### config.mk
export PLATFORM = sky130hd
export DESIGN_NAME = two_queue_weighted_priority_arbiter
export DESIGN_NICKNAME = d
export VERILOG_FILES = /design/src/rtl/core/tqwpa_pkg.sv /design/src/rtl/core/tqwpa_ctrl.sv /design/src/rtl/core/tqwpa_dp.sv /design/src/rtl/core/two_queue_weighted_priority_arbiter.sv
export SDC_FILE = /design/constraint.sdc
export NUM_CORES = 1
export LEC_CHECK = 0
export BUFFER_PORTS_ARGS = -buffer_cell sky130_fd_sc_hd__clkbuf_2
export CORE_AREA = 2 2 279 281
export DETAILED_ROUTE_END_ITERATION = 6
export DIE_AREA = 0 0 281 283
export SYNTH_ARGS = -nofsm -noshare
export SYNTH_HDL_FRONTEND = slang
export SYNTH_SLANG_ARGS = --single-unit
### constraint.sdc
create_clock -name clk -period 9.5 [get_ports clk]
set_clock_uncertainty 0.15 [all_clocks]
set_input_delay 2.85 -clock clk [delete_from_list [all_inputs] [get_ports clk]]
set_output_delay 2.85 -clock clk [all_outputs]
set_load 0.02 [all_outputs]
### src/rtl/core/tqwpa_pkg.sv
// Package for the two-queue weighted priority arbiter.
// Opcode and status codes, field widths and the controller/datapath interface.
// No dependencies.
package tqwpa_pkg;

  localparam int OP_W      = 2;
  localparam int STATUS_W  = 2;
  localparam int SERVICE_W = 8;
  localparam int USER_W    = 16;
  localparam int ENTRY_W   = SERVICE_W + USER_W;
  localparam int LIMIT_W   = 8;

  localparam logic [LIMIT_W-1:0] BURST_LIMIT_RESET = 8'd10;

  localparam logic [OP_W-1:0] OP_PUSH_HIGH = 2'd0;
  localparam logic [OP_W-1:0] OP_PUSH_LOW  = 2'd1;
  localparam logic [OP_W-1:0] OP_SERVE     = 2'd2;

  localparam logic [STATUS_W-1:0] ST_PUSH_OK   = 2'd0;
  localparam logic [STATUS_W-1:0] ST_PUSH_FULL = 2'd1;
  localparam logic [STATUS_W-1:0] ST_SERVED    = 2'd2;
  localparam logic [STATUS_W-1:0] ST_EMPTY     = 2'd3;

  // Controller to datapath
  typedef struct packed {
    logic push;    // push request accepted this cycle
    logic serve;   // serve request accepted this cycle
    logic finish;  // read data is ready, load the serve result
  } ctrl_cmd_t;

  // Datapath to controller
  typedef struct packed {
    logic out_free;  // output register empty or drained this cycle
  } dp_stat_t;

endpackage

### src/rtl/core/tqwpa_ctrl.sv
// Controller for the two-queue arbiter: accepts requests, sequences serve reads.
// Depends on tqwpa_pkg.
module tqwpa_ctrl (
  input  logic                          clk,
  input  logic                          rst_n,
  input  logic                          in_tvalid,
  output logic                          in_tready,
  input  logic [tqwpa_pkg::OP_W-1:0]    in_op,
  input  tqwpa_pkg::dp_stat_t           stat,
  output tqwpa_pkg::ctrl_cmd_t          cmd
);

  typedef enum logic {
    S_IDLE,
    S_READ
  } state_t;

  state_t state_r;
  logic   accept;
  logic   is_serve;

  assign in_tready = (state_r == S_IDLE) && stat.out_free;
  assign accept    = in_tvalid && in_tready;
  // Opcode three decodes as a serve
  assign is_serve  = (in_op != tqwpa_pkg::OP_PUSH_HIGH) &&
                     (in_op != tqwpa_pkg::OP_PUSH_LOW);

  assign cmd.push   = accept && !is_serve;
  assign cmd.serve  = accept && is_serve;
  assign cmd.finish = (state_r == S_READ);

  always_ff @(posedge clk) begin
    if (!rst_n) begin
      state_r <= S_IDLE;
    end else begin
      case (state_r)
        S_IDLE: begin
          if (accept && is_serve) begin
            state_r <= S_READ;
          end
        end
        S_READ: begin
          state_r <= S_IDLE;
        end
        default: begin
          state_r <= S_IDLE;
        end
      endcase
    end
  end

endmodule

### src/rtl/core/tqwpa_dp.sv
// Datapath for the two-queue arbiter: both request FIFOs, grant counter,
// burst limit register and the output register. Depends on tqwpa_pkg.
module tqwpa_dp #(
  parameter int QUEUE_DEPTH = 16
) (
  input  logic                                 clk,
  input  logic                                 rst_n,
  input  tqwpa_pkg::ctrl_cmd_t                 cmd,
  output tqwpa_pkg::dp_stat_t                  stat,
  input  logic [tqwpa_pkg::OP_W-1:0]           in_op,
  input  logic [tqwpa_pkg::SERVICE_W-1:0]      in_service,
  input  logic [tqwpa_pkg::USER_W-1:0]         in_user,
  input  logic                                 cfg_we,
  input  logic [tqwpa_pkg::LIMIT_W-1:0]        cfg_limit,
  output logic                                 out_tvalid,
  input  logic                                 out_tready,
  output logic [tqwpa_pkg::ENTRY_W-1:0]        out_tdata,
  output logic [tqwpa_pkg::STATUS_W:0]         out_tuser
);

  localparam int PW = (QUEUE_DEPTH > 1) ? $clog2(QUEUE_DEPTH) : 1;
  localparam int FW = $clog2(QUEUE_DEPTH + 1);
  localparam logic [PW-1:0] PTR_LAST = PW'(QUEUE_DEPTH - 1);
  localparam logic [FW-1:0] FILL_MAX = FW'(QUEUE_DEPTH);
  localparam int EW = tqwpa_pkg::ENTRY_W;
  localparam int LW = tqwpa_pkg::LIMIT_W;

  logic [EW-1:0] hq_mem [QUEUE_DEPTH];
  logic [EW-1:0] lq_mem [QUEUE_DEPTH];

  logic [PW-1:0] hq_rp_r, hq_wp_r, lq_rp_r, lq_wp_r;
  logic [FW-1:0] hq_fill_r, lq_fill_r, hq_fill_nxt, lq_fill_nxt;
  logic [LW-1:0] grant_r, grant_nxt, limit_r;
  logic [EW-1:0] hq_rdata_r, lq_rdata_r;
  logic          srv_high_r, srv_got_r;

  logic          out_valid_r;
  logic [EW-1:0] out_data_r;
  logic [tqwpa_pkg::STATUS_W-1:0] out_status_r;
  logic          out_high_r;

  logic [EW-1:0] entry;
  logic          push_h, push_l, push_full;
  logic          h_ne, l_ne, limit_hit;
  logic          take_h, take_l;
  logic          pop_h, pop_l;
  logic [EW-1:0] srv_data;

  assign entry = {in_service, in_user};
  assign h_ne  = (hq_fill_r != '0);
  assign l_ne  = (lq_fill_r != '0);
  assign limit_hit = (grant_r >= limit_r);

  assign push_h = cmd.push && (in_op == tqwpa_pkg::OP_PUSH_HIGH) && (hq_fill_r != FILL_MAX);
  assign push_l = cmd.push && (in_op == tqwpa_pkg::OP_PUSH_LOW)  && (lq_fill_r != FILL_MAX);
  assign push_full = !push_h && !push_l;

  // High wins below the limit; past the limit it still wins if low is empty
  assign take_h = h_ne && (!limit_hit || !l_ne);
  assign take_l = l_ne && !(h_ne && !limit_hit);
  assign pop_h  = cmd.serve && take_h;
  assign pop_l  = cmd.serve && take_l;

  always_comb begin
    grant_nxt = grant_r;
    if (cmd.serve) begin
      if (h_ne && !limit_hit) begin
        grant_nxt = grant_r + LW'(1);
      end else if (l_ne) begin
        if (limit_hit) begin
          grant_nxt = '0;
        end
      end else if (h_ne) begin
        grant_nxt = LW'(1);
      end
    end
  end

  always_comb begin
    hq_fill_nxt = hq_fill_r;
    lq_fill_nxt = lq_fill_r;
    if (push_h) hq_fill_nxt = hq_fill_r + FW'(1);
    if (pop_h)  hq_fill_nxt = hq_fill_r - FW'(1);
    if (push_l) lq_fill_nxt = lq_fill_r + FW'(1);
    if (pop_l)  lq_fill_nxt = lq_fill_r - FW'(1);
  end

  // Queue stores
  always_ff @(posedge clk) begin
    if (push_h) hq_mem[hq_wp_r] <= entry;
    if (pop_h)  hq_rdata_r <= hq_mem[hq_rp_r];
  end

  always_ff @(posedge clk) begin
    if (push_l) lq_mem[lq_wp_r] <= entry;
    if (pop_l)  lq_rdata_r <= lq_mem[lq_rp_r];
  end

  always_ff @(posedge clk) begin
    if (cmd.serve) begin
      srv_high_r <= take_h;
      srv_got_r  <= take_h || take_l;
    end
  end

  always_ff @(posedge clk) begin
    if (!rst_n) begin
      hq_rp_r   <= '0;
      hq_wp_r   <= '0;
      lq_rp_r   <= '0;
      lq_wp_r   <= '0;
      hq_fill_r <= '0;
      lq_fill_r <= '0;
      grant_r   <= '0;
      limit_r   <= tqwpa_pkg::BURST_LIMIT_RESET;
    end else begin
      if (push_h) hq_wp_r <= (hq_wp_r == PTR_LAST) ? '0 : hq_wp_r + PW'(1);
      if (pop_h)  hq_rp_r <= (hq_rp_r == PTR_LAST) ? '0 : hq_rp_r + PW'(1);
      if (push_l) lq_wp_r <= (lq_wp_r == PTR_LAST) ? '0 : lq_wp_r + PW'(1);
      if (pop_l)  lq_rp_r <= (lq_rp_r == PTR_LAST) ? '0 : lq_rp_r + PW'(1);
      hq_fill_r <= hq_fill_nxt;
      lq_fill_r <= lq_fill_nxt;
      grant_r   <= grant_nxt;
      if (cfg_we) limit_r <= cfg_limit;
    end
  end

  assign srv_data = !srv_got_r ? '0 : (srv_high_r ? hq_rdata_r : lq_rdata_r);

  // Output register: push results load at accept, serve results in the cycle after accept
  always_ff @(posedge clk) begin
    if (!rst_n) begin
      out_valid_r <= 1'b0;
    end else if (cmd.push || cmd.finish) begin
      out_valid_r <= 1'b1;
    end else if (out_tready) begin
      out_valid_r <= 1'b0;
    end
  end

  always_ff @(posedge clk) begin
    if (cmd.push) begin
      out_status_r <= push_full ? tqwpa_pkg::ST_PUSH_FULL : tqwpa_pkg::ST_PUSH_OK;
      out_high_r   <= 1'b0;
      out_data_r   <= '0;
    end else if (cmd.finish) begin
      out_status_r <= srv_got_r ? tqwpa_pkg::ST_SERVED : tqwpa_pkg::ST_EMPTY;
      out_high_r   <= srv_got_r && srv_high_r;
      out_data_r   <= srv_data;
    end
  end

  assign stat.out_free = !out_valid_r || out_tready;
  assign out_tvalid    = out_valid_r;
  // Service in the low byte, user above it
  assign out_tdata     = {out_data_r[tqwpa_pkg::USER_W-1:0],
                          out_data_r[EW-1:tqwpa_pkg::USER_W]};
  assign out_tuser     = {out_high_r, out_status_r};

endmodule

### src/rtl/core/two_queue_weighted_priority_arbiter.sv
// Top level of the two-queue weighted priority arbiter.
// Instantiates tqwpa_ctrl and tqwpa_dp; depends on tqwpa_pkg.
//
//  channel | ports                           | contents
//  --------+---------------------------------+--------------------------------------
//  in      | in_tvalid/in_tready/tdata/tuser | push or serve request
//  out     | out_tvalid/out_tready/tdata/tuser| status, source flag, served entry
//  cfg     | cfg_valid/cfg_ready/cfg_data    | high burst limit (always ready)
//
// A push request's result is loaded at the accept edge. For a serve request
// the queue memory read is registered before the result is loaded. A new
// request is accepted only when no serve read is pending and the output
// register is empty or being drained in the same cycle.
// Reset (rst_n low, synchronous) empties both queues, clears the grant count
// and sets the burst limit to 10; queue contents are not cleared.
module two_queue_weighted_priority_arbiter #(
  parameter int QUEUE_DEPTH = 16
) (
  input  logic        clk,
  input  logic        rst_n,
  input  logic        in_tvalid,
  output logic        in_tready,
  input  logic [23:0] in_tdata,   // [7:0] service_in, [23:8] user_in
  input  logic [1:0]  in_tuser,   // [1:0] opcode
  output logic        out_tvalid,
  input  logic        out_tready,
  output logic [23:0] out_tdata,  // [7:0] service_out, [23:8] user_out
  output logic [2:0]  out_tuser,  // [1:0] status, [2] from_high
  input  logic        cfg_valid,
  output logic        cfg_ready,
  input  logic [7:0]  cfg_data
);

  tqwpa_pkg::ctrl_cmd_t cmd;
  tqwpa_pkg::dp_stat_t  stat;

  assign cfg_ready = 1'b1;

  tqwpa_ctrl u_ctrl (
    .clk       (clk),
    .rst_n     (rst_n),
    .in_tvalid (in_tvalid),
    .in_tready (in_tready),
    .in_op     (in_tuser),
    .stat      (stat),
    .cmd       (cmd)
  );

  tqwpa_dp #(
    .QUEUE_DEPTH (QUEUE_DEPTH)
  ) u_dp (
    .clk        (clk),
    .rst_n      (rst_n),
    .cmd        (cmd),
    .stat       (stat),
    .in_op      (in_tuser),
    .in_service (in_tdata[7:0]),
    .in_user    (in_tdata[23:8]),
    .cfg_we     (cfg_valid),
    .cfg_limit  (cfg_data),
    .out_tvalid (out_tvalid),
    .out_tready (out_tready),
    .out_tdata  (out_tdata),
    .out_tuser  (out_tuser)
  );

`ifndef SYNTHESIS
  a_accept_out_free: assert property (@(posedge clk) disable iff (!rst_n)
    (in_tvalid && in_tready) |-> (!out_tvalid || out_tready))
    else $error("request accepted while a result is still held");

  a_push_result: assert property (@(posedge clk) disable iff (!rst_n)
    cmd.push |=> out_tvalid)
    else $error("push request gave no result");

  a_serve_result: assert property (@(posedge clk) disable iff (!rst_n)
    cmd.serve |=> (cmd.finish && !in_tready) ##1 out_tvalid)
    else $error("serve request did not complete in two cycles");

  a_one_cmd: assert property (@(posedge clk) disable iff (!rst_n)
    !(cmd.push && cmd.serve) && !(cmd.finish && (cmd.push || cmd.serve)))
    else $error("overlapping datapath commands");
`endif

endmodule
==> flow_summary.json <==
{
  "rr_startpoint": "u_dp.limit_r[6]$_SDFFE_PN0P_",
  "crit_start": "out_tready",
  "p_int_mw": 6.47,
  "slew_headroom_pct": 22.7,
  "wirelength_um": 72100,
  "p_seq_share_pct": 53.5,
  "outcome": "complete, no violations",
  "insertedDiodeCount": 0,
  "grt_first_pass_wirelength_um": 107000,
  "clock-root-buffer": "clkbuf_16",
  "stdcell_area_mm2": 0.0386,
  "yosysTopAreaCell": "edfxtp_1",
  "dr.pass1.iters": 5,
  "hold_violations": 0,
  "tightest_slew_ps": 1160,
  "leakage_nw": 12.0,
  "drv_cap": 0,
  "setup_viol": 0,
  "rows": 102,
  "start_util_pct": 44.4,
  "core_area_mm2": 0.0767,
  "holdCritStartpoint": "u_dp.out_data_r[16]$_SDFFE_PP0P_",
  "cts_tree": "done",
  "ios": 69,
  "synth-main-ff-cell": "edfxtp_1",
  "startpoint_type": "primary input",
  "fin_crit_ps": 6890,
  "final_layout_size_suffix_gt1_share_pct": 29.1,
  "clockBufferDepth": 3,
  "fin_tns_setup_ps": 0,
  "cp-end-kind": "primary output",
  "cts_resized": 0,
  "die_h_um": 283,
  "htreeDepth": 3,
  "vias_per_cell": 5.61,
  "rr_worst_depth": 13,
  "dieArea_mm2": 0.0795,
  "synth_nets": 1629,
  "fin_cells": 2780,
  "synth_seq_cells": 889,
  "placed_area_mm2": 0.0357,
  "num-nets-final": 1737,
  "port_buffers": 67,
  "cts.sinks": 889,
  "synth_edf_count": 820,
  "slew_violations": 0,
  "ys_types": 58,
  "hold_depth": 2,
  "ir_drop_mv": 0.146,
  "reg2reg_to": "u_dp.hq_fill_r[3]$_SDFFE_PN0P_",
  "drtAntennaViolNets": 0,
  "dr_total_vias": 15600,
  "fmax_ghz": 0.145,
  "dpl_worst_slack_ps": 2640,
  "yosysSeqAreaShare_pct": 76.4,
  "path_clk_slew_ps": 60,
  "dieWidth_um": 281,
  "worst-setup-path-type": "primary input to primary output",
  "cts_buffers": 89,
  "dp.cells": 2623,
  "cp_max_fo": 6,
  "cp.arrival_ps": 3890,
  "syn_inst": 1566,
  "hold_slack_ps": 304,
  "drc_errors": 0,
  "overflow": 0,
  "min_to": "u_dp.out_data_r[16]$_SDFFE_PP0P_",
  "grt_usage_pct": 18.5,
  "yosysWarnings": 0,
  "synthArstFlopShare_pct": 0,
  "p_switching_mw": 1.66,
  "netlist_top_cells_area": "edfxtp_1 72%, mux4_2 16%, dfxtp_1 4.1%, mux2i_1 1.1%, ha_1 0.85%",
  "p_per_area_mw_per_mm2": 211,
  "setup_ws_ps": 2610,
  "syn2layout_area_growth_pct": 13.4,
  "min_path_type": "flop to flop",
  "p_sw_share_pct": 20.4,
  "syn_area_mm2": 0.0340,
  "pwr-share-comb_pct": 4.0,
  "grt_setup_unrepaired": "false",
  "power_frac_clock_pct": 42.6,
  "worst_ep_required_time_ps": 6500,
  "dr.first_iter.drc_count": 1333,
  "ctsHoldBuffers": 0,
  "clk_latency_ps": 640,
  "antenna_found_initial": 0,
  "post_cts_buffers": 0,
  "synthDominantCellAreaShare_pct": 72.3,
  "place_congestion": 0.797,
  "grt_max_degree": 64,
  "min_period_over_period_pct": 72.5,
  "post-dp-hpwl_um": 40100,
  "grt_pass1_vias": 16200,
  "synth.avg_cell_area_um2": 21.7,
  "wl_per_cell_um": 25.9,
  "r2r_slack_ps": 5180
}
## critical path: stages
cell      delay, ps
clkbuf_2         80
nor2b_1         620
nor2_1          140
clkbuf_2        200
## state kept, by name, indices dropped and copies added (netlist names), 5 cells and up
register	count
u_dp.hq_mem	384
u_dp.lq_mem	384
u_dp.hq_rdata_r	24
u_dp.lq_rdata_r	24
u_dp.out_data_r	24
u_dp.grant_r	8
u_dp.limit_r	8
u_dp.hq_fill_r	5
u_dp.lq_fill_r	5
## placed cells by master, fill, tap and decap left out, drive strengths merged, types with 3 or more instances in the layout
master,instances
edfxtp,820
clkbuf,183
a31oi,3
o211ai,6
buf,31
inv,32
clkinv,24
nand2,61
xnor2,4
nor4,4
nor3,13
ha,23
mux4,240
dfxtp,69
o21ai,37
a21oi,22
or3,4
nand2b,7
mux2i,38
nand3,4
bufinv,10
nand4,4
a21o,4
and3,5
nor2,51
xor2,8
and2,3
## area by class of cell
type                            count  area (um^2)
Multi-Input combinational cell    571         7760
Clock inverter                     41          489
Clock buffer                      116         2360
Fill cell                        5988        38100
Tap cell                         1040         1300
Timing Repair Buffer               98          568
Sequential cell                   889        26000
Inverter                           25         93.8
## stage by stage
step	util, %	power, mW
finish	50.3	8.13
global route	50.3	8.38
CTS	50.3	8.21
detailed placement	46.6	4.76
global placement	46.6	4.75
floorplan	-	4.62
## synth_stat cells, types with 3 or more instances
| cell type | count |
|---|---|
| buf_1 | 16 |
| o211ai_1 | 6 |
| ha_1 | 23 |
| a21o_1 | 4 |
| a31oi_1 | 3 |
| xnor2_1 | 4 |
| xor2_1 | 8 |
| dfxtp_1 | 69 |
| a21oi_1 | 22 |
| and3_1 | 5 |
| nor3_1 | 12 |
| mux4_2 | 240 |
| o21ai_0 | 33 |
| nand3_1 | 4 |
| nand2b_1 | 6 |
| mux2i_1 | 38 |
| nand2_1 | 60 |
| inv_1 | 24 |
| nor2_1 | 51 |
| nand4_1 | 4 |
| buf_2 | 17 |
| clkbuf_1 | 43 |
| nor4_1 | 3 |
| or3_1 | 4 |
| edfxtp_1 | 820 |
## how the worst max path moves through the flow
stage                           end  slack [ps]  cells after the start
after floorplan           in_tready        3150                      3
after global placement    in_tready        2720                      4
after detailed placement  in_tready        2640                      4
after CTS                 in_tready        2630                      4
after global routing      in_tready        2540                      4
final                     in_tready        2610                      4
## routing by layer
metal | wire length (um) | track usage (%) | part of all wire, % | vias to the layer above
met1 | 31700 | 26.8 | 44 | 8315
met2 | 34900 | 29.0 | 48 | 469
li1 | - | - | - | 6716
met5 | 0 | 0 | 0 | -
met3 | 4260 | 3.58 | 5.9 | 84
met4 | 1250 | 4.71 | 1.7 | 0
## power by group through the flow
stage          combinational, mW  sequential, mW  clock, mW
3_3_place_gp               0.318            4.43          0
6_report                   0.321            4.35       3.46
3_5_place_dp               0.327            4.43          0
2_1_floorplan              0.200            4.42          0
4_1_cts                    0.328            4.35       3.53
5_1_grt                    0.350            4.35       3.68
## logic make-up after synthesis
family	Yosys count	synth area share, %
adders and majority gates	24	0.904
and+or+nand+nor	162	2.22
buffers and inverters	106	1.33
AOI/OAI and AO/OA	94	1.84
DFF	889	76.4
muxes	278	17.0
other	1	0.0110
xor gates and xnor gates	12	0.309
No activity file was read; power rests on OpenSTA's default activity.
